### config.mk
export PLATFORM = sky130hd
export DESIGN_NAME = template_to_script_converter
export DESIGN_NICKNAME = d
export VERILOG_FILES = /design/src/hdl/tsc_pkg.sv /design/src/hdl/template_to_script_converter.sv /design/src/hdl/tsc_datapath.sv /design/src/hdl/tsc_controller.sv
export SDC_FILE = /design/constraint.sdc
export NUM_CORES = 1
export LEC_CHECK = 0
export ABC_AREA = 1
export BUFFER_PORTS_ARGS = -buffer_cell sky130_fd_sc_hd__buf_2
export CAP_MARGIN = 20
export CORE_UTILIZATION = 45
export DETAILED_ROUTE_END_ITERATION = 12
export PLACE_DENSITY_LB_ADDON = 0.08
export REMOVE_ABC_BUFFERS = 1
export SLEW_MARGIN = 10
export SYNTH_ARGS = -nofsm -noshare
export SYNTH_HDL_FRONTEND = slang
export SYNTH_HIERARCHICAL = 1
export SYNTH_SLANG_ARGS = --single-unit
### constraint.sdc
create_clock -name clock -period 3.26 [get_ports clock]
set_clock_uncertainty 0.2 [all_clocks]
set_input_delay 0 -clock clock [delete_from_list [all_inputs] [get_ports clock]]
set_output_delay 0 -clock clock [all_outputs]
set_load 0.005 [all_outputs]
### src/hdl/tsc_pkg.sv
// tsc_pkg: shared types, byte codes and sizes for the template-to-script converter
`timescale 1ns / 1ps
package tsc_pkg;

   localparam int WIN_DEPTH = 5;   // marker lookahead window
   localparam int SEQ_DEPTH = 6;   // most bytes one step of the datapath can produce
   localparam int WIN_CNT_W = $clog2(WIN_DEPTH + 1);
   localparam int SEQ_CNT_W = $clog2(SEQ_DEPTH + 1);
   localparam int SEQ_IDX_W = $clog2(SEQ_DEPTH);

   localparam logic [7:0] CH_NUL   = 8'h00;
   localparam logic [7:0] CH_LF    = 8'h0A;
   localparam logic [7:0] CH_CR    = 8'h0D;
   localparam logic [7:0] CH_SPACE = 8'h20;
   localparam logic [7:0] CH_BANG  = 8'h21;
   localparam logic [7:0] CH_QUOTE = 8'h22;
   localparam logic [7:0] CH_LPAR  = 8'h28;
   localparam logic [7:0] CH_RPAR  = 8'h29;
   localparam logic [7:0] CH_LT    = 8'h3C;
   localparam logic [7:0] CH_GT    = 8'h3E;
   localparam logic [7:0] CH_QM    = 8'h3F;
   localparam logic [7:0] CH_BSL   = 8'h5C;
   localparam logic [7:0] CH_A     = 8'h61;
   localparam logic [7:0] CH_L     = 8'h6C;
   localparam logic [7:0] CH_N     = 8'h6E;
   localparam logic [7:0] CH_P     = 8'h70;
   localparam logic [7:0] CH_U     = 8'h75;
   localparam logic [7:0] CH_V     = 8'h76;
   localparam logic [7:0] CH_LBR   = 8'h7B;
   localparam logic [7:0] CH_RBR   = 8'h7D;

   typedef struct packed {
      logic [7:0] in_byte;
      logic       last;
   } req_type;

   typedef struct packed {
      logic [7:0] out_byte;
      logic       run_end;
   } rsp_type;

   // controller to datapath
   typedef struct packed {
      logic accept;     // latch the request
      logic sep;        // load the line separator, update line flags
      logic append;     // push the request byte into the window
      logic front;      // handle the token at the window front, load its bytes
      logic flush_end;  // empty the window, apply the line-end / NUL flags
      logic close;      // load the bytes that close an open text call
      logic emit;       // move the next loaded byte toward the output
      logic finish;     // release the held byte as the last of the request
      logic clear;      // return the converter state to its reset value
   } cmd_type;

   // datapath to controller
   typedef struct packed {
      logic is_nl;
      logic is_nul;
      logic skip;
      logic last;
      logic win_full;
      logic flush_more;
      logic seq_done;
      logic emit_ok;
      logic fin_ok;
   } status_type;

endpackage

### src/hdl/template_to_script_converter.sv
// template_to_script_converter: top level joining the controller and the datapath
`timescale 1ns / 1ps
// Converts a template file, one byte per request, into script text, one byte per
// response; run_end marks the last response byte caused by a request, and a request
// may cause none. Plain text is wrapped in vp("..."), <?lua ... ?> is copied as code
// and {{! ... !}} becomes vp( ... ). Markers are found through a five-byte lookahead
// window, so text appears up to four requests late, until a line end, a NUL or the
// final byte flushes it. One request is handled at a time by a sequencer: an ordinary
// byte is pushed into the window unless its line is being skipped, a full window then
// gives up one token, a line end or NUL hands out the tokens left in the window one by
// one, the final byte does the same and then closes any open text call, and a stalled
// response holds the sequencer until it drains.
// The response register lets the next request in while the last response is waiting.
module template_to_script_converter
   import tsc_pkg::*;
(
   input  logic    clock,
   input  logic    reset,
   input  logic    req_valid,
   output logic    req_ready,
   input  req_type req_data,
   output logic    rsp_valid,
   input  logic    rsp_ready,
   output rsp_type rsp_data
);

   cmd_type    cmd;
   status_type status;

   tsc_controller u_controller (
      .clock     (clock),
      .reset     (reset),
      .req_valid (req_valid),
      .req_ready (req_ready),
      .status    (status),
      .cmd       (cmd)
   );

   tsc_datapath u_datapath (
      .clock     (clock),
      .reset     (reset),
      .cmd       (cmd),
      .status    (status),
      .req_data  (req_data),
      .rsp_valid (rsp_valid),
      .rsp_ready (rsp_ready),
      .rsp_data  (rsp_data)
   );

endmodule

### src/hdl/tsc_datapath.sv
// tsc_datapath: mode flags, lookahead window, token decode and output staging
`timescale 1ns / 1ps
module tsc_datapath
   import tsc_pkg::*;
(
   input  logic       clock,
   input  logic       reset,
   input  cmd_type    cmd,
   output status_type status,
   input  req_type    req_data,
   output logic       rsp_valid,
   input  logic       rsp_ready,
   output rsp_type    rsp_data
);

   logic                 in_code_ff, in_code_in;
   logic                 in_print_ff, in_print_in;
   logic                 call_open_ff, call_open_in;
   logic                 seen_line_ff, seen_line_in;
   logic                 line_start_ff, line_start_in;
   logic                 skip_line_ff, skip_line_in;
   logic [7:0]           win_ff [WIN_DEPTH];
   logic [7:0]           win_in [WIN_DEPTH];
   logic [WIN_CNT_W-1:0] win_cnt_ff, win_cnt_in;
   logic [7:0]           byte_ff, byte_in;
   logic                 last_ff, last_in;
   logic [7:0]           seq_ff [SEQ_DEPTH];
   logic [7:0]           seq_in [SEQ_DEPTH];
   logic [SEQ_CNT_W-1:0] seq_len_ff, seq_len_in;
   logic [SEQ_CNT_W-1:0] seq_idx_ff, seq_idx_in;
   logic [7:0]           pend_ff, pend_in;
   logic                 pend_valid_ff, pend_valid_in;
   rsp_type              rsp_ff, rsp_in;
   logic                 rsp_valid_ff, rsp_valid_in;

   // token decode at the window front
   logic [7:0]           f_buf [SEQ_DEPTH];
   logic [SEQ_CNT_W-1:0] f_len;
   logic                 f_code, f_print, f_call, f_discard;
   logic [WIN_CNT_W-1:0] f_k;
   logic                 m_copen, m_popen, m_pclose, m_cclose;
   logic                 out_free;

   always_comb begin
      m_copen  = (win_cnt_ff == WIN_CNT_W'(WIN_DEPTH)) && win_ff[0] == CH_LT &&
                 win_ff[1] == CH_QM && win_ff[2] == CH_L && win_ff[3] == CH_U &&
                 win_ff[4] == CH_A;
      m_popen  = !in_code_ff && !in_print_ff && (win_cnt_ff >= WIN_CNT_W'(4)) &&
                 win_ff[0] == CH_LBR && win_ff[1] == CH_LBR && win_ff[2] == CH_BANG &&
                 win_ff[3] == CH_SPACE;
      m_pclose = !in_code_ff && in_print_ff && (win_cnt_ff >= WIN_CNT_W'(4)) &&
                 win_ff[0] == CH_SPACE && win_ff[1] == CH_BANG && win_ff[2] == CH_RBR &&
                 win_ff[3] == CH_RBR;
      m_cclose = (win_cnt_ff >= WIN_CNT_W'(2)) && win_ff[0] == CH_QM && win_ff[1] == CH_GT;

      for (int i = 0; i < SEQ_DEPTH; i++) begin
         f_buf[i] = CH_NUL;
      end
      f_len     = '0;
      f_code    = in_code_ff;
      f_print   = in_print_ff;
      f_call    = call_open_ff;
      f_discard = 1'b0;
      f_k       = '0;

      if (m_copen) begin
         if (in_code_ff) begin
            f_discard = 1'b1;
         end else begin
            f_code = 1'b1;
            if (call_open_ff) begin
               f_buf[0] = CH_QUOTE;
               f_buf[1] = CH_RPAR;
               f_buf[2] = CH_LF;
               f_len    = SEQ_CNT_W'(3);
               f_call   = 1'b0;
            end
            f_k = WIN_CNT_W'(5);
         end
      end else if (m_popen) begin
         if (call_open_ff) begin
            f_buf[f_len[SEQ_IDX_W-1:0]] = CH_QUOTE;
            f_len = f_len + 1'b1;
            f_buf[f_len[SEQ_IDX_W-1:0]] = CH_RPAR;
            f_len = f_len + 1'b1;
            f_buf[f_len[SEQ_IDX_W-1:0]] = CH_LF;
            f_len = f_len + 1'b1;
            f_call = 1'b0;
         end
         f_buf[f_len[SEQ_IDX_W-1:0]] = CH_V;
         f_len = f_len + 1'b1;
         f_buf[f_len[SEQ_IDX_W-1:0]] = CH_P;
         f_len = f_len + 1'b1;
         f_buf[f_len[SEQ_IDX_W-1:0]] = CH_LPAR;
         f_len = f_len + 1'b1;
         f_print = 1'b1;
         f_k     = WIN_CNT_W'(4);
      end else if (m_pclose) begin
         f_print  = 1'b0;
         f_buf[0] = CH_RPAR;
         f_buf[1] = CH_LF;
         f_len    = SEQ_CNT_W'(2);
         f_k      = WIN_CNT_W'(4);
      end else if (m_cclose) begin
         if (!in_code_ff) begin
            f_discard = 1'b1;
         end else begin
            f_code = 1'b0;
            f_k    = WIN_CNT_W'(2);
         end
      end else begin
         if (in_code_ff || in_print_ff) begin
            f_buf[0] = win_ff[0];
            f_len    = SEQ_CNT_W'(1);
         end else begin
            if (!call_open_ff) begin
               f_buf[0] = CH_V;
               f_buf[1] = CH_P;
               f_buf[2] = CH_LPAR;
               f_buf[3] = CH_QUOTE;
               f_len    = SEQ_CNT_W'(4);
               f_call   = 1'b1;
            end
            if (win_ff[0] == CH_QUOTE) begin
               f_buf[f_len[SEQ_IDX_W-1:0]] = CH_BSL;
               f_len = f_len + 1'b1;
            end
            if (win_ff[0] != CH_LF && win_ff[0] != CH_CR) begin
               f_buf[f_len[SEQ_IDX_W-1:0]] = win_ff[0];
               f_len = f_len + 1'b1;
            end
         end
         f_k = WIN_CNT_W'(1);
      end
   end

   assign out_free = !rsp_valid_ff || rsp_ready;

   always_comb begin
      logic [WIN_CNT_W:0] src;

      src           = '0;
      in_code_in    = in_code_ff;
      in_print_in   = in_print_ff;
      call_open_in  = call_open_ff;
      seen_line_in  = seen_line_ff;
      line_start_in = line_start_ff;
      skip_line_in  = skip_line_ff;
      win_cnt_in    = win_cnt_ff;
      byte_in       = byte_ff;
      last_in       = last_ff;
      seq_len_in    = seq_len_ff;
      seq_idx_in    = seq_idx_ff;
      pend_in       = pend_ff;
      pend_valid_in = pend_valid_ff;
      rsp_in        = rsp_ff;
      rsp_valid_in  = rsp_valid_ff && !rsp_ready;
      for (int i = 0; i < WIN_DEPTH; i++) begin
         win_in[i] = win_ff[i];
      end
      for (int i = 0; i < SEQ_DEPTH; i++) begin
         seq_in[i] = seq_ff[i];
      end

      if (cmd.accept) begin
         byte_in = req_data.in_byte;
         last_in = req_data.last;
      end

      if (cmd.sep) begin
         seq_len_in = '0;
         seq_idx_in = '0;
         if (line_start_ff) begin
            if (seen_line_ff) begin
               if (call_open_ff) begin
                  seq_in[0]  = CH_BSL;
                  seq_in[1]  = CH_N;
                  seq_len_in = SEQ_CNT_W'(2);
               end else begin
                  seq_in[0]  = CH_LF;
                  seq_len_in = SEQ_CNT_W'(1);
               end
            end
            line_start_in = 1'b0;
            seen_line_in  = 1'b1;
         end
      end

      if (cmd.append) begin
         win_in[win_cnt_ff[WIN_CNT_W-1:0]] = byte_ff;
         win_cnt_in = win_cnt_ff + 1'b1;
      end

      if (cmd.front) begin
         for (int i = 0; i < SEQ_DEPTH; i++) begin
            seq_in[i] = f_buf[i];
         end
         seq_len_in   = f_len;
         seq_idx_in   = '0;
         in_code_in   = f_code;
         in_print_in  = f_print;
         call_open_in = f_call;
         if (f_discard) begin
            win_cnt_in   = '0;
            skip_line_in = 1'b1;
         end else begin
            // slide the window down by the consumed length
            for (int i = 0; i < WIN_DEPTH; i++) begin
               src = (WIN_CNT_W + 1)'(i) + {1'b0, f_k};
               if (src < (WIN_CNT_W + 1)'(WIN_DEPTH)) begin
                  win_in[i] = win_ff[src[WIN_CNT_W-1:0]];
               end
            end
            win_cnt_in = win_cnt_ff - f_k;
         end
      end

      if (cmd.flush_end) begin
         win_cnt_in = '0;
         if (byte_ff == CH_LF) begin
            skip_line_in  = 1'b0;
            line_start_in = 1'b1;
         end else if (byte_ff == CH_NUL) begin
            skip_line_in = 1'b1;
         end
      end

      if (cmd.close) begin
         seq_len_in = '0;
         seq_idx_in = '0;
         if (call_open_ff) begin
            seq_in[0]    = CH_QUOTE;
            seq_in[1]    = CH_RPAR;
            seq_in[2]    = CH_LF;
            seq_len_in   = SEQ_CNT_W'(3);
            call_open_in = 1'b0;
         end
      end

      // one held byte so that the last byte of a request can be flagged
      if (cmd.emit) begin
         if (pend_valid_ff) begin
            rsp_in       = '{out_byte: pend_ff, run_end: 1'b0};
            rsp_valid_in = 1'b1;
         end
         pend_in       = seq_ff[seq_idx_ff[SEQ_IDX_W-1:0]];
         pend_valid_in = 1'b1;
         seq_idx_in    = seq_idx_ff + 1'b1;
      end

      if (cmd.finish && pend_valid_ff) begin
         rsp_in        = '{out_byte: pend_ff, run_end: 1'b1};
         rsp_valid_in  = 1'b1;
         pend_valid_in = 1'b0;
      end

      if (cmd.clear) begin
         in_code_in    = 1'b0;
         in_print_in   = 1'b0;
         call_open_in  = 1'b0;
         seen_line_in  = 1'b0;
         line_start_in = 1'b1;
         skip_line_in  = 1'b0;
         win_cnt_in    = '0;
      end
   end

   always_ff @(posedge clock) begin
      if (reset) begin
         in_code_ff    <= 1'b0;
         in_print_ff   <= 1'b0;
         call_open_ff  <= 1'b0;
         seen_line_ff  <= 1'b0;
         line_start_ff <= 1'b1;
         skip_line_ff  <= 1'b0;
         win_cnt_ff    <= '0;
         seq_len_ff    <= '0;
         seq_idx_ff    <= '0;
         pend_valid_ff <= 1'b0;
         rsp_valid_ff  <= 1'b0;
      end else begin
         in_code_ff    <= in_code_in;
         in_print_ff   <= in_print_in;
         call_open_ff  <= call_open_in;
         seen_line_ff  <= seen_line_in;
         line_start_ff <= line_start_in;
         skip_line_ff  <= skip_line_in;
         win_cnt_ff    <= win_cnt_in;
         seq_len_ff    <= seq_len_in;
         seq_idx_ff    <= seq_idx_in;
         pend_valid_ff <= pend_valid_in;
         rsp_valid_ff  <= rsp_valid_in;
      end
   end

   always_ff @(posedge clock) begin
      byte_ff <= byte_in;
      last_ff <= last_in;
      pend_ff <= pend_in;
      rsp_ff  <= rsp_in;
      for (int i = 0; i < WIN_DEPTH; i++) begin
         win_ff[i] <= win_in[i];
      end
      for (int i = 0; i < SEQ_DEPTH; i++) begin
         seq_ff[i] <= seq_in[i];
      end
   end

   always_comb begin
      status.is_nl      = (byte_ff == CH_LF);
      status.is_nul     = (byte_ff == CH_NUL);
      status.skip       = skip_line_ff;
      status.last       = last_ff;
      status.win_full   = (win_cnt_ff == WIN_CNT_W'(WIN_DEPTH));
      status.flush_more = (win_cnt_ff != '0) && !skip_line_ff;
      status.seq_done   = (seq_idx_ff == seq_len_ff);
      status.emit_ok    = !pend_valid_ff || out_free;
      status.fin_ok     = !pend_valid_ff || out_free;
   end

   assign rsp_valid = rsp_valid_ff;
   assign rsp_data  = rsp_ff;

endmodule

### src/hdl/tsc_controller.sv
// tsc_controller: state machine that sequences one request through the datapath
`timescale 1ns / 1ps
module tsc_controller
   import tsc_pkg::*;
(
   input  logic       clock,
   input  logic       reset,
   input  logic       req_valid,
   output logic       req_ready,
   input  status_type status,
   output cmd_type    cmd
);

   localparam logic [3:0] S_IDLE    = 4'd0;
   localparam logic [3:0] S_SEP     = 4'd1;
   localparam logic [3:0] S_BYTE    = 4'd2;
   localparam logic [3:0] S_APCHK   = 4'd3;
   localparam logic [3:0] S_FLUSH   = 4'd4;
   localparam logic [3:0] S_FIN_CHK = 4'd5;
   localparam logic [3:0] S_CLOSE   = 4'd6;
   localparam logic [3:0] S_EMIT    = 4'd7;
   localparam logic [3:0] S_DONE    = 4'd8;

   logic [3:0] state_ff, state_in;
   logic [3:0] ret_ff, ret_in;
   logic       fin_phase_ff, fin_phase_in;

   assign req_ready = (state_ff == S_IDLE);

   always_comb begin
      state_in     = state_ff;
      ret_in       = ret_ff;
      fin_phase_in = fin_phase_ff;
      cmd          = '0;

      unique case (state_ff)
         S_IDLE: begin
            if (req_valid) begin
               cmd.accept   = 1'b1;
               fin_phase_in = 1'b0;
               state_in     = S_SEP;
            end
         end
         S_SEP: begin
            cmd.sep  = 1'b1;
            ret_in   = S_BYTE;
            state_in = S_EMIT;
         end
         S_BYTE: begin
            if (status.is_nl) begin
               state_in = S_FLUSH;
            end else if (status.skip) begin
               state_in = S_FIN_CHK;
            end else if (status.is_nul) begin
               state_in = S_FLUSH;
            end else begin
               cmd.append = 1'b1;
               state_in   = S_APCHK;
            end
         end
         S_APCHK: begin
            // a full window gives up exactly one token
            if (status.win_full) begin
               cmd.front = 1'b1;
               ret_in    = S_FIN_CHK;
               state_in  = S_EMIT;
            end else begin
               state_in = S_FIN_CHK;
            end
         end
         S_FLUSH: begin
            if (status.flush_more) begin
               cmd.front = 1'b1;
               ret_in    = S_FLUSH;
               state_in  = S_EMIT;
            end else begin
               cmd.flush_end = 1'b1;
               state_in      = fin_phase_ff ? S_CLOSE : S_FIN_CHK;
            end
         end
         S_FIN_CHK: begin
            if (status.last) begin
               fin_phase_in = 1'b1;
               state_in     = S_FLUSH;
            end else begin
               state_in = S_DONE;
            end
         end
         S_CLOSE: begin
            cmd.close = 1'b1;
            ret_in    = S_DONE;
            state_in  = S_EMIT;
         end
         S_EMIT: begin
            if (status.seq_done) begin
               state_in = ret_ff;
            end else if (status.emit_ok) begin
               cmd.emit = 1'b1;
            end
         end
         S_DONE: begin
            if (status.fin_ok) begin
               cmd.finish = 1'b1;
               cmd.clear  = fin_phase_ff;
               state_in   = S_IDLE;
            end
         end
         default: begin
            state_in = S_IDLE;
         end
      endcase
   end

   always_ff @(posedge clock) begin
      if (reset) begin
         state_ff     <= S_IDLE;
         ret_ff       <= S_IDLE;
         fin_phase_ff <= 1'b0;
      end else begin
         state_ff     <= state_in;
         ret_ff       <= ret_in;
         fin_phase_ff <= fin_phase_in;
      end
   end

endmodule

* Word level (Yosys, flattened, before mapping)
Memories as Yosys holds them, arrays and structs flattened. A register that Yosys moved wholly into a read port is not among the register bits. Cells that the tools add are included.
Word-level totals: bits in registers 44, memory bits (writable) 88, input bits 13, output and inout bits 11, logic and storage cells 336, memories kept 2
Memory list:
- u_datapath.seq_ff | depth 6, width 8, read ports 4, clocked after memory_dff 1, wr ports 6, line tsc_datapath.sv:27 | logic [7:0] seq_ff [SEQ_DEPTH];
- u_datapath.win_ff | depth 5, width 8, read ports 10, clocked after memory_dff 0, wr ports 5, line tsc_datapath.sv:22 | logic [7:0] win_ff [WIN_DEPTH];
Cells by class: $add $sub $neg 12, $lt $le $gt $ge 19, eq/ne operators 38, multiplexer cells 166, bitwise logic cells 19, reductions and logical operators 62
Operators with widths (number):
- 48-bit 2-to-1 mux | 10
- 32-bit 2-to-1 mux | 6
- 24-bit 2-to-1 mux | 7
- 40-bit 2-to-1 mux | 4
- 8-bit demux with 3-bit select | 6
- 3-bit 2-to-1 mux | 39
- 8-bit 2-to-1 mux | 13
- 8-bit by 6-bit == test with 1-bit output, second input constant | 9
- 16-bit 2-to-1 mux | 4
- 8-bit by 7-bit == test with 1-bit output, second input constant | 7
- 1-bit 2-to-1 mux | 49
- 48-bit bitwise mux | 1
- 40-bit bitwise mux | 1
- 36-bit bitwise AND | 1
- 36-bit inverter | 1
- 4-bit 2-to-1 mux | 8
- 4-bit case mux with 8 select lines | 1
- 31-bit 2-to-1 mux | 1
- 30-bit bitwise AND | 1
- 30-bit inverter | 1
- 30-bit OR | 1
- 1-bit logical AND | 29
- 9-bit 2-to-1 mux | 3
- 24-bit bitwise AND | 1
- 47 further kinds | 112

* Logic depth before layout (Yosys ltp)
Gate-level depths: netlist (run 1).
word-level depth 33, mapped depth 21, depth with buffers taken out 19

* Cells and area by module
Netlist (run 1), hierarchy kept.
By module, submodules not included:
- tsc_datapath | times used 1, cells an instance 1079, area an instance 7786.2 µm², sequential area each 3173.0 µm²
- tsc_controller | times used 1, cells an instance 107, area an instance 621.8 µm², sequential area each 180.2 µm²

* Worst setup path after synthesis (run 1)
Ideal clock, no wire load.
path kind register -> register, start point register u_datapath.win_cnt_ff[1], end point memory u_datapath.win_ff[3][5] (data pin), library setup time 263 ps, data arrival time 3098 ps, data required time 2797 ps, slack -301 ps, stages on the path, launching flop included 20, buffers on the path 3, clock period less this slack 3561 ps, cells stage by stage dfxtp_1 > inv_1 > ha_1 > nand2_1 > inv_1 > nand3_1 > nor2_1 > nand3_2 > nor2_4 > inv_2 > nand2_8 > buf_2 > inv_1 > ha_1 > ha_1 > clkbuf_1 > clkbuf_1 > nor3_1 > a221oi_1 > o21ai_2
RTL lines:
- start: declaration | line tsc_datapath.sv:24 | logic [WIN_CNT_W-1:0] win_cnt_ff, win_cnt_in;
- start signal: assignment | line tsc_datapath.sv:288 | win_cnt_ff <= win_cnt_in;
- end: declaration | line tsc_datapath.sv:22

==> summary.txt, run 1 <==
Outcome - finished with violations
Violated checks - DRC
Ant diodes - 0
First-pass GRT wire length - 45640 um
DRT Pass-1 Iters - 10
CTS tree - yes
WP data required - 3.24 ns
Die area - 19230 sq um
Fraction of layout cells with a size suffix above 1 - 16.27%
Maximum vdd drop - 0.0003946 V
Filler Cells Inserted - 1774
Worst-path fanout max - 10
CP startpoint kind - flop
CP max stage delay - 0.45 ns
Synthesized area per cell - 7.089 sq um
Wire per inst - 18.96 um
Non-filler cells, final - 1538
Total GRT Usage - 31.25%
Setup Crit Path Kind - flop to flop
Final TNS setup - 0 ns
Cell variety after synth - 53
Comb pwr share - 39.5%
Arr. time, crit path - 3.08 ns
DRC - 1
Final Worst Setup Slack - 0.1524 ns
Total number of vias - 8522
Largest net degree at the start of global routing - 34
Post-detail-place hpwl - 22580 um
Unrepaired setup endpoints after global routing - no
Row cnt - 49
Vias per inst - 5.541
DP Worst Slack - 0.03007 ns
DRT Wirelength - 29150 um
Final Core Density - 55.50%
Hold WC Path Type - input port to flop
Crit path cell chain - nand2_1, nor2_2, nand2_1, nor2_1, nand3_4, nor2_4, inv_2, nand2_8, inv_1, ha_1, ha_4, buf_4, nand2_1, nand2_4, buf_4, o21ai_2
Worst skew pair latency - 0.43 ns
Root buffer cell - clkbuf_16
Worst hold slack - 0.07168 ns
Async S/R FF share, synth - 0%
Main synth FF type - edfxtp_1
Period utilization - 95.32%
R2R depth - 16
Switch Pwr - 3.056 mW
CTS clk-pin slew, worst paths - 0.06 ns
Switching Fraction - 40.53%
Final count of negative-setup-slack endpoints - 0
Delay-heaviest family, CP - simple AND/OR/NAND/NOR gates
Cell mode on critical path - nand2_1
Stages on the worst setup path - 16
Placed instance count - 1489
DR iter-0 viols - 945
Seq/Total Area, Yosys - 39.88%
Final Cell Area - 10070 sq um
Lkg Pwr - 4.542 nW
#FFs+latches synth - 134
Synth warn - 6
# IOs - 24
Slowest CP cell - edfxtp_1
H-tree depth - 4
Max Clk Rate - 321.8 MHz
Post-synth EDFFs - 67
Chip width - 138.7 um
Clock net sink count - 134
Area grow syn2layout - 19.78%
Core area - 18150 sq um
GR Overflow Total - 0
Synthesized netlist cell count - 1186
CTS Buf Count - 17
Final GP Congestion - 1.031
Pwr Total - 7.539 mW
Starting density of the core - 46.33%
PortBufs - 23
Slew Limit Headroom - 56.86%
Clock share of power - 25.6%
Initial antenna violation count - 0
Post-layout min period - 3.108 ns
# nets final - 1324
Cell Area, Placed - 9274 sq um
Cell area power density - 748.6 nW/um^2
DRT antenna net count - 0
Crit path buffers/inverters - 4
Worst Max-Slew Pin Slew - 0.6447 ns
Synthesized cell area - 8408 sq um
Internal power - 4.483 mW
Hold path depth - 2
Worst setup EP type - flop
Height of the die - 138.7 um
Maxcap violations - 0
Slew Limit Fails - 0
Longest Clk Path Bufs - 2
Number of global-route vias before repair - 8182
Flop pwr share - 34.9%
Final Hold Fails - 0
==> worst paths after layout <==
kind / start / to / slack [ns]
worst min-delay path: req_data[8] / u_datapath/byte_ff[7] / 0.07
worst max register to register: u_datapath/win_ff[3][4] / u_datapath/win_ff[3][7] / 0.15
worst min register to register: u_datapath/seq_ff[2][6] / u_datapath/seq_ff[2][6] / 0.23
worst max-delay path: u_datapath/win_ff[3][4] / u_datapath/win_ff[3][7] / 0.15
==> cell usage after synthesis (4+ instances only) <==
cell | number | share of area, %
a21boi_0 | 4 | 0.36
a21boi_1 | 8 | 0.71
a21oi_1 | 86 | 5.1
a221oi_1 | 6 | 0.62
a22oi_1 | 15 | 1.3
buf_2 | 10 | 0.60
buf_4 | 9 | 0.80
clkbuf_1 | 18 | 0.80
dfxtp_1 | 67 | 16
edfxtp_1 | 67 | 24
ha_1 | 14 | 2.1
inv_1 | 142 | 6.3
inv_2 | 16 | 0.71
nand2_1 | 259 | 12
nand2_2 | 10 | 0.74
nand3_1 | 91 | 5.4
nand4_1 | 10 | 0.74
nor2_1 | 163 | 7.3
nor2_2 | 13 | 0.97
nor2_4 | 4 | 0.54
nor3_1 | 29 | 1.7
nor4_1 | 5 | 0.37
o211ai_1 | 14 | 1.2
o21a_1 | 5 | 0.45
o21ai_0 | 67 | 4.0
o21ai_1 | 4 | 0.24
o21ai_2 | 6 | 0.62
xor2_1 | 4 | 0.42
==> registers in the layout, indices dropped and copies added, names as in the netlist, 3 cells and up <==
name	count
u_datapath/seq_idx_ff	3
u_datapath/rsp_data	9
u_datapath/win_cnt_ff	3
u_datapath/byte_ff	8
u_controller/ret_ff	4
u_controller/state_ff	4
u_datapath/seq_len_ff	3
u_datapath/win_ff	40
u_datapath/seq_ff	42
u_datapath/pend_ff	8
==> layer usage <==
metal	up-vias	part of all wire (%)	GRT usage (%)
met5	-	0	0
met4	0	5.0	17.95
met3	93	6.5	5.698
met2	353	46	51.27
met1	3926	43	38.78
li1	4150	-	-
==> power by group through the flow <==
stage	Sequential, mW	Clock, mW	Combinational, mW
2_1_floorplan	2.62	0	1.71
3_3_place_gp	2.64	0	2.89
3_5_place_dp	2.65	0	2.86
4_1_cts	2.62	1.96	2.89
5_1_grt	2.67	2.03	3.30
6_report	2.63	1.93	2.98
==> cell families (layout without fill, tap and decap cells) <==
logic type,after synthesis,after routing,synth area share (%)
flops,134,134,39.88
fa+ha+maj,15,15,2.321
compound gates,231,231,16.25
buf+inv,200,318,9.568
mux,1,1,0.1191
xor+xnor,6,6,0.6250
simple gates,598,599,31.19
other cells,1,5,0.04460
==> layout make-up <==
| class | instances | area [sq um] | area share [%] |
|---|---|---|---|
| multi-input cells | 857 | 4330 | 43.00 |
| flip-flops and latches | 134 | 3353 | 33.30 |
| repair buffers | 126 | 924.6 | 9.181 |
| inverters | 160 | 600.6 | 5.963 |
| clock buffers | 18 | 429.2 | 4.261 |
| well taps | 229 | 286.5 | 2.845 |
| clock inverters | 14 | 146.4 | 1.454 |
==> what timing repair did <==
item | 4_1_cts | 5_1_grt
resized for setup | 0 | 13
hold endpoints to repair | 37 | 0
setup buffers | 0 | 3
endpoints found under the setup margin | 0 | 39
hold buffers | 13 | 0
==> cell usage in the layout, fill, tap and decap left out, types with 3 or more instances in the layout <==
master | Yosys | routed
edfxtp_1 | 67 | 67
nand4_1 | 10 | 10
o21ai_2 | 6 | 6
buf_4 | 9 | 89
dfxtp_1 | 67 | 67
o21ai_0 | 67 | 67
nand2_4 | 3 | 4
nand2_1 | 259 | 259
inv_2 | 16 | 17
a221oi_1 | 6 | 4
nand2_2 | 10 | 10
a21oi_1 | 86 | 86
buf_2 | 10 | 23
clkbuf_16 | 0 | 17
o21ai_1 | 4 | 4
o21a_1 | 5 | 5
inv_1 | 142 | 141
a31oi_1 | 3 | 3
ha_1 | 14 | 13
nor2_4 | 4 | 4
a32oi_1 | 3 | 3
nor2_2 | 13 | 17
nor2_1 | 163 | 159
a22oi_1 | 15 | 15
clkinv_4 | 0 | 3
nand3_1 | 91 | 90
a21boi_0 | 4 | 4
clkinv_1 | 2 | 5
nor4_1 | 5 | 4
o211ai_1 | 14 | 14
conb_1 | 1 | 5
a21boi_1 | 8 | 8
nand3_2 | 3 | 3
xor2_1 | 4 | 4
nor3_1 | 29 | 29
dlygate4sd3_1 | 0 | 13
a211oi_1 | 3 | 3
inv_6 | 0 | 5
(Power assumes the default switching activity.)
==> inputs of run 2 (changes only) <==
- ABC_AREA: 1 -> not set
==> summary.txt, run 2 <==
CP Capture Point - u_datapath/win_ff[3][3]
Clock net sink count - 134
Period utilization - 114.3%
Lkg Pwr - 4.839 nW
Arr. time, crit path - 3.71 ns
Post-layout min period - 3.725 ns
Synthesized area per cell - 9.244 sq um
Commonest cells after routing, fill and taps aside - buf_4, nand2_1, dfxtp_1, edfxtp_1, a21oi_1
CP startpoint kind - flop
Cell Area, Placed - 9743 sq um
DRC - 0
Ant diodes - 0
# nets final - 1123
H-tree depth - 4
Largest cells by area after synthesis - edfxtp_1, dfxtp_1, mux2i_1
Synth top cells by count - nand2_1, a21oi_1, dfxtp_1, edfxtp_1, mux2i_1
CP Launch Point - u_datapath/win_ff[3][1]
Final count of negative-setup-slack endpoints - 66
Seq/Total Area, Yosys - 41.51%
Slew Limit Fails - 0
Number of global-route vias before repair - 7887
Flop pwr share - 31.8%
Max Clk Rate - 268.4 MHz
Outcome - finished with violations
Cell variety after synth - 85
Switching Fraction - 37.73%
DRT Wirelength - 30090 um
#FFs+latches synth - 134
Internal power - 4.847 mW
Maxcap violations - 0
Post-detail-place hpwl - 21420 um
Final Hold Fails - 0
Vias per inst - 6.030
Share of the synthesized area in the top cell type - 24.90%
Area grow syn2layout - 42.36%
CTS clk-pin slew, worst paths - 0.07 ns
DR iter-0 viols - 703
DRT antenna net count - 0
Filler Cells Inserted - 1407
Die area - 18490 sq um
Cell accounting for the most synthesized area - edfxtp_1
Chip width - 136.0 um
Worst Max-Slew Pin Slew - 0.5774 ns
Cell area power density - 676.8 nW/um^2
Final TNS setup - -17.01 ns
Count leader, synth - nand2_1
Final Worst Setup Slack - -0.4653 ns
Worst setup EP type - flop
Longest Clk Path Bufs - 2
Unrepaired setup endpoints after global routing - yes
Final GP Congestion - 0.9360
DRT Pass-1 Iters - 5
Clock share of power - 25.5%
Most flop-heavy register - u_datapath/seq_ff
CTS Buf Count - 17
WP data required - 3.24 ns
CTS tree - yes
Core area - 17420 sq um
Max reg flops - 42
Worst skew pair latency - 0.43 ns
GR Overflow Total - 0
Reg2reg start - u_datapath/win_ff[3][1]
Most common cell after layout, fill and taps aside - buf_4
Initial antenna violation count - 0
First-pass GRT wire length - 45410 um
Wire per inst - 22.57 um
Synthesized cell area - 8079 sq um
Comb pwr share - 42.7%
Async S/R FF share, synth - 0%
R2R depth - 11
Main synth FF type - edfxtp_1
Total number of vias - 8038
PortBufs - 23
Largest net degree at the start of global routing - 30
Row cnt - 48
Maximum vdd drop - 0.0004321 V
# IOs - 24
Synthesized netlist cell count - 874
Violated checks - setup timing
Fraction of layout cells with a size suffix above 1 - 36.91%
Height of the die - 136.0 um
Total GRT Usage - 33.43%
Synth warn - 6
Starting density of the core - 46.39%
Final Cell Area - 11500 sq um
Final Core Density - 66.03%
Reg2reg setup slack - -0.47 ns
RR Endpoint - u_datapath/win_ff[3][3]
Slew Limit Headroom - 61.43%
Root buffer cell - clkbuf_16
Hold WC Path Type - input port to flop
Switch Pwr - 2.937 mW
Worst-path fanout max - 6
Setup Crit Path Kind - flop to flop
Post-synth EDFFs - 67
[run 2: cell count changes after synthesis, sizes merged, moves of 11 or more]
cell    delta
a21oi     -19
o21ai     -24
a22oi     -14
nand3     -69
a211oi    +11
mux2      +20
nand2    -193
and2      +25
inv      -123
nor2     -119
mux2i     +59
clkbuf    +22
[run 2: worst min-delay path by stage]
stage	start	endpoint	slack, ns	cells past startpoint
2_1_floorplan	reset	u_controller/ret_ff[1]	-0.13	1
3_3_place_gp	req_data[4]	u_datapath/byte_ff[3]	-0.02	1
3_5_place_dp	req_data[4]	u_datapath/byte_ff[3]	-0.02	1
4_1_cts	req_data[7]	u_datapath/byte_ff[6]	0.07	2
5_1_grt	req_data[4]	u_datapath/byte_ff[3]	0.08	2
6_report	req_data[7]	u_datapath/byte_ff[6]	0.08	2
[run 2: critical path: stages (launching register included)]
cell      delay (ns)
edfxtp_1        0.40
or3_4           0.35
or4_4           0.56
buf_6           0.14
or3_4           0.34
a41oi_4         0.30
buf_6           0.14
ha_4            0.13
ha_4            0.22
buf_6           0.12
a21boi_4        0.25
mux2_4          0.32
[run 2: per-stage QoR]
stage / std cells / total power, mW / setup WS (ns) / hold WS [ns]
3_3_place_gp: 1255 / 5.387 / -0.5352 / -0.02140
6_report: 1333 / 7.784 / -0.4653 / 0.08013
3_5_place_dp: 1255 / 5.434 / -0.6817 / -0.02146
2_1_floorplan: 818 / 4.019 / -2.586 / -0.1309
4_1_cts: 1324 / 7.576 / -0.4223 / 0.06628
5_1_grt: 1333 / 8.122 / -0.5746 / 0.07993
[run 2: cell type report]
cell class	instances	area [sq um]	share of cell area, %
Inverter	36	140.1	1.218
Tap cell	225	281.5	2.448
Clock buffer	20	467.9	4.069
Multi-Input combinational cell	648	4926	42.83
Clock inverter	12	130.1	1.131
Timing Repair Buffer	258	2202	19.15
Sequential cell	134	3353	29.16
[run 2: routing by layer]
layer  GRT usage, %  wire [um]  vias up
met5              0          0        -
met4          20.12       1791        0
met3          5.593       1805      101
met2          56.21      14420      370
met1          39.94      12080     3877
li1               -          -     3690
[run 2: what timing repair did]
action / 4_1_cts / 5_1_grt
resized for setup: 121 / 51
endpoints found under the setup margin: 67 / 89
endpoints found under the hold margin: 26 / 0
pin swaps: 30 / 28
setup buffers: 21 / 10
hold buffers: 13 / 0
gates cloned: 4 / 1
[run 2: cell families after synthesis]
group,Yosys count,share of synthesized area [%]
fa+ha+maj,15,2.416
xor+xnor,9,0.9757
simple gates,321,21.62
other cells,1,0.04642
compound gates,218,17.86
flops,134,41.51
mux,80,10.36
buf+inv,96,5.219
[run 2: power groups by stage]
stage | registers (mW) | logic (mW) | clock network (mW)
2_1_floorplan | 2.61 | 1.41 | 0
3_3_place_gp | 2.48 | 2.91 | 0
3_5_place_dp | 2.49 | 2.94 | 0
4_1_cts | 2.46 | 3.12 | 2.00
5_1_grt | 2.51 | 3.54 | 2.07
6_report | 2.48 | 3.32 | 1.99
==> inputs of run 3 (changes only) <==
- GPL_TIMING_DRIVEN: not set -> 0
==> summary.txt, run 3 (synthesis results as in run 2) <==
DRT antenna net count - 0
Filler Cells Inserted - 1500
Fraction of layout cells with a size suffix above 1 - 30.42%
Lkg Pwr - 4.082 nW
Unrepaired setup endpoints after global routing - yes
Final TNS setup - -23.93 ns
Core area - 17420 sq um
DR iter-0 viols - 806
Starting density of the core - 46.39%
Max Clk Rate - 257.6 MHz
Longest Clk Path Bufs - 2
RR Endpoint - u_datapath/win_ff[3][4]
Most flop-heavy register - u_datapath/seq_ff
Area grow syn2layout - 29.39%
Die area - 18490 sq um
Final GP Congestion - 0.9825
Clock net sink count - 134
CP Capture Point - u_datapath/win_ff[3][4]
Commonest cells after routing, fill and taps aside - nand2_1, edfxtp_1, a21oi_1, mux2i_1, nor2_1
Hold WC Path Type - input port to flop
H-tree depth - 4
Post-detail-place hpwl - 17520 um
DRT Wirelength - 28070 um
Reg2reg setup slack - -0.62 ns
Violated checks - setup timing
DRT Pass-1 Iters - 6
First-pass GRT wire length - 41850 um
Setup Crit Path Kind - flop to flop
Maxcap violations - 0
Final Worst Setup Slack - -0.6221 ns
Final Hold Fails - 0
Maximum vdd drop - 0.0004540 V
DRC - 0
# nets final - 988
Multi-input gate area in the final layout - 5065 sq um
Worst hold start - req_data[6]
CP max stage delay - 0.63 ns
Pwr Total - 7.052 mW
Arr. time, crit path - 3.86 ns
Chip width - 136.0 um
Total number of vias - 7674
FF/Latch Area - 3372 sq um
Ant diodes - 0
Total GRT Usage - 30.53%
Slowest CP cell - or4_4
Period utilization - 119.1%
Outcome - finished with violations
Final count of negative-setup-slack endpoints - 67
Worst-path fanout max - 6
GR Overflow Total - 0
Root buffer cell - clkbuf_16
PortBufs - 23
Crit path cell chain - nor4_1, nand4_1, or4_4, a41oi_4, buf_6, ha_4, ha_4, buf_12, a21boi_4, mux2_4
Cell Area, Placed - 8334 sq um
Slew Limit Fails - 0
Worst Max-Slew Pin Slew - 1.187 ns
Number of global-route vias before repair - 7437
Reg2reg start - u_datapath/win_ff[3][0]
Most common cell after layout, fill and taps aside - nand2_1
Slew Limit Headroom - 20.27%
CTS Buf Count - 17
WP data required - 3.24 ns
R2R depth - 10
CTS clk-pin slew, worst paths - 0.06 ns
CP Launch Point - u_datapath/win_ff[3][0]
Worst hold slack - 0.08350 ns
# IOs - 24
Wire per inst - 23.43 um
Height of the die - 136.0 um
CP startpoint kind - flop
Cell mode on critical path - ha_4
Worst setup EP type - flop
Post-layout min period - 3.882 ns
Final Cell Area - 10450 sq um
Cell area power density - 674.6 nW/um^2
Max reg flops - 42
Initial antenna violation count - 0
Worst skew pair latency - 0.43 ns
CTS tree - yes
Row cnt - 48
Vias per inst - 6.406
Largest net degree at the start of global routing - 27
run 3: cell types whose count changed in the layout (fill, tap and decap cells not counted), sizes merged:
cell,before,now
inv,42,37
or4,9,10
buf,244,104
xnor2,3,4
clkinv,4,6
or3,9,10
clkinvlp,1,6
clkbuf,21,18
a21oi,68,69
nand2,80,82
run 3: power by group:
| part | internal [mW] | switching [mW] | leakage, nW |
|---|---|---|---|
| logic | 1.06 | 1.16 | 2.55 |
| registers | 2.22 | 0.773 | 1.27 |
| clock network | 1.05 | 0.779 | 0.262 |
run 3: how the worst min path moves through the flow:
stage / endpoint / slack (ns) / cells after the start
4_1_cts: u_datapath/byte_ff[5] / 0.07 / 2
5_1_grt: u_datapath/byte_ff[5] / 0.07 / 2
2_1_floorplan: u_controller/ret_ff[1] / -0.13 / 1
3_3_place_gp: u_datapath/byte_ff[1] / -0.02 / 1
6_report: u_datapath/byte_ff[5] / 0.08 / 2
3_5_place_dp: u_datapath/byte_ff[3] / -0.02 / 1
run 3: final cells by class:
class / count / area share [%]
multi-input cells: 654 / 48.45
flip-flops and latches: 134 / 32.26
repair buffers: 117 / 9.862
clock buffers: 18 / 4.105
well taps: 225 / 2.693
inverters: 36 / 1.436
clock inverters: 14 / 1.197
run 3: metal layers:
metal | GRT usage [%] | routed length [um] | vias up
met2 | 49.18 | 13060 | 447
met3 | 6.450 | 2264 | 143
met1 | 36.37 | 10820 | 3645
met5 | 0 | 0 | -
li1 | - | - | 3439
met4 | 21.17 | 1922 | 0
run 3: timing repair:
action | CTS | global route
hold buffers | 13 | 0
buffers inserted | 49 | 29
gates cloned | 5 | 1
setup endpoints to repair | 101 | 92
resized for setup | 122 | 71
hold endpoints to repair | 28 | 0
pin swaps | 33 | 28
run 3: critical path, delay by kind of cell (launching register included):
| family | cells | cell delay [ns] |
|---|---|---|
| buffers and inverters | 2 | 0.28 |
| AOI/OAI and AO/OA | 2 | 0.56 |
| DFF | 1 | 0.51 |
| and+or+nand+nor | 3 | 1.38 |
| adders and majority gates | 2 | 0.36 |
| muxes | 1 | 0.33 |
run 3: through the flow:
step                setup WS (ns)  util [%]  cells
floorplan                  -2.586         -    818
global placement           -5.042     47.12   1066
detailed placement         -2.170     47.85   1073
CTS                       -0.5377     57.16   1171
global route              -0.6352     60.02   1198
finish                    -0.6221     60.02   1198
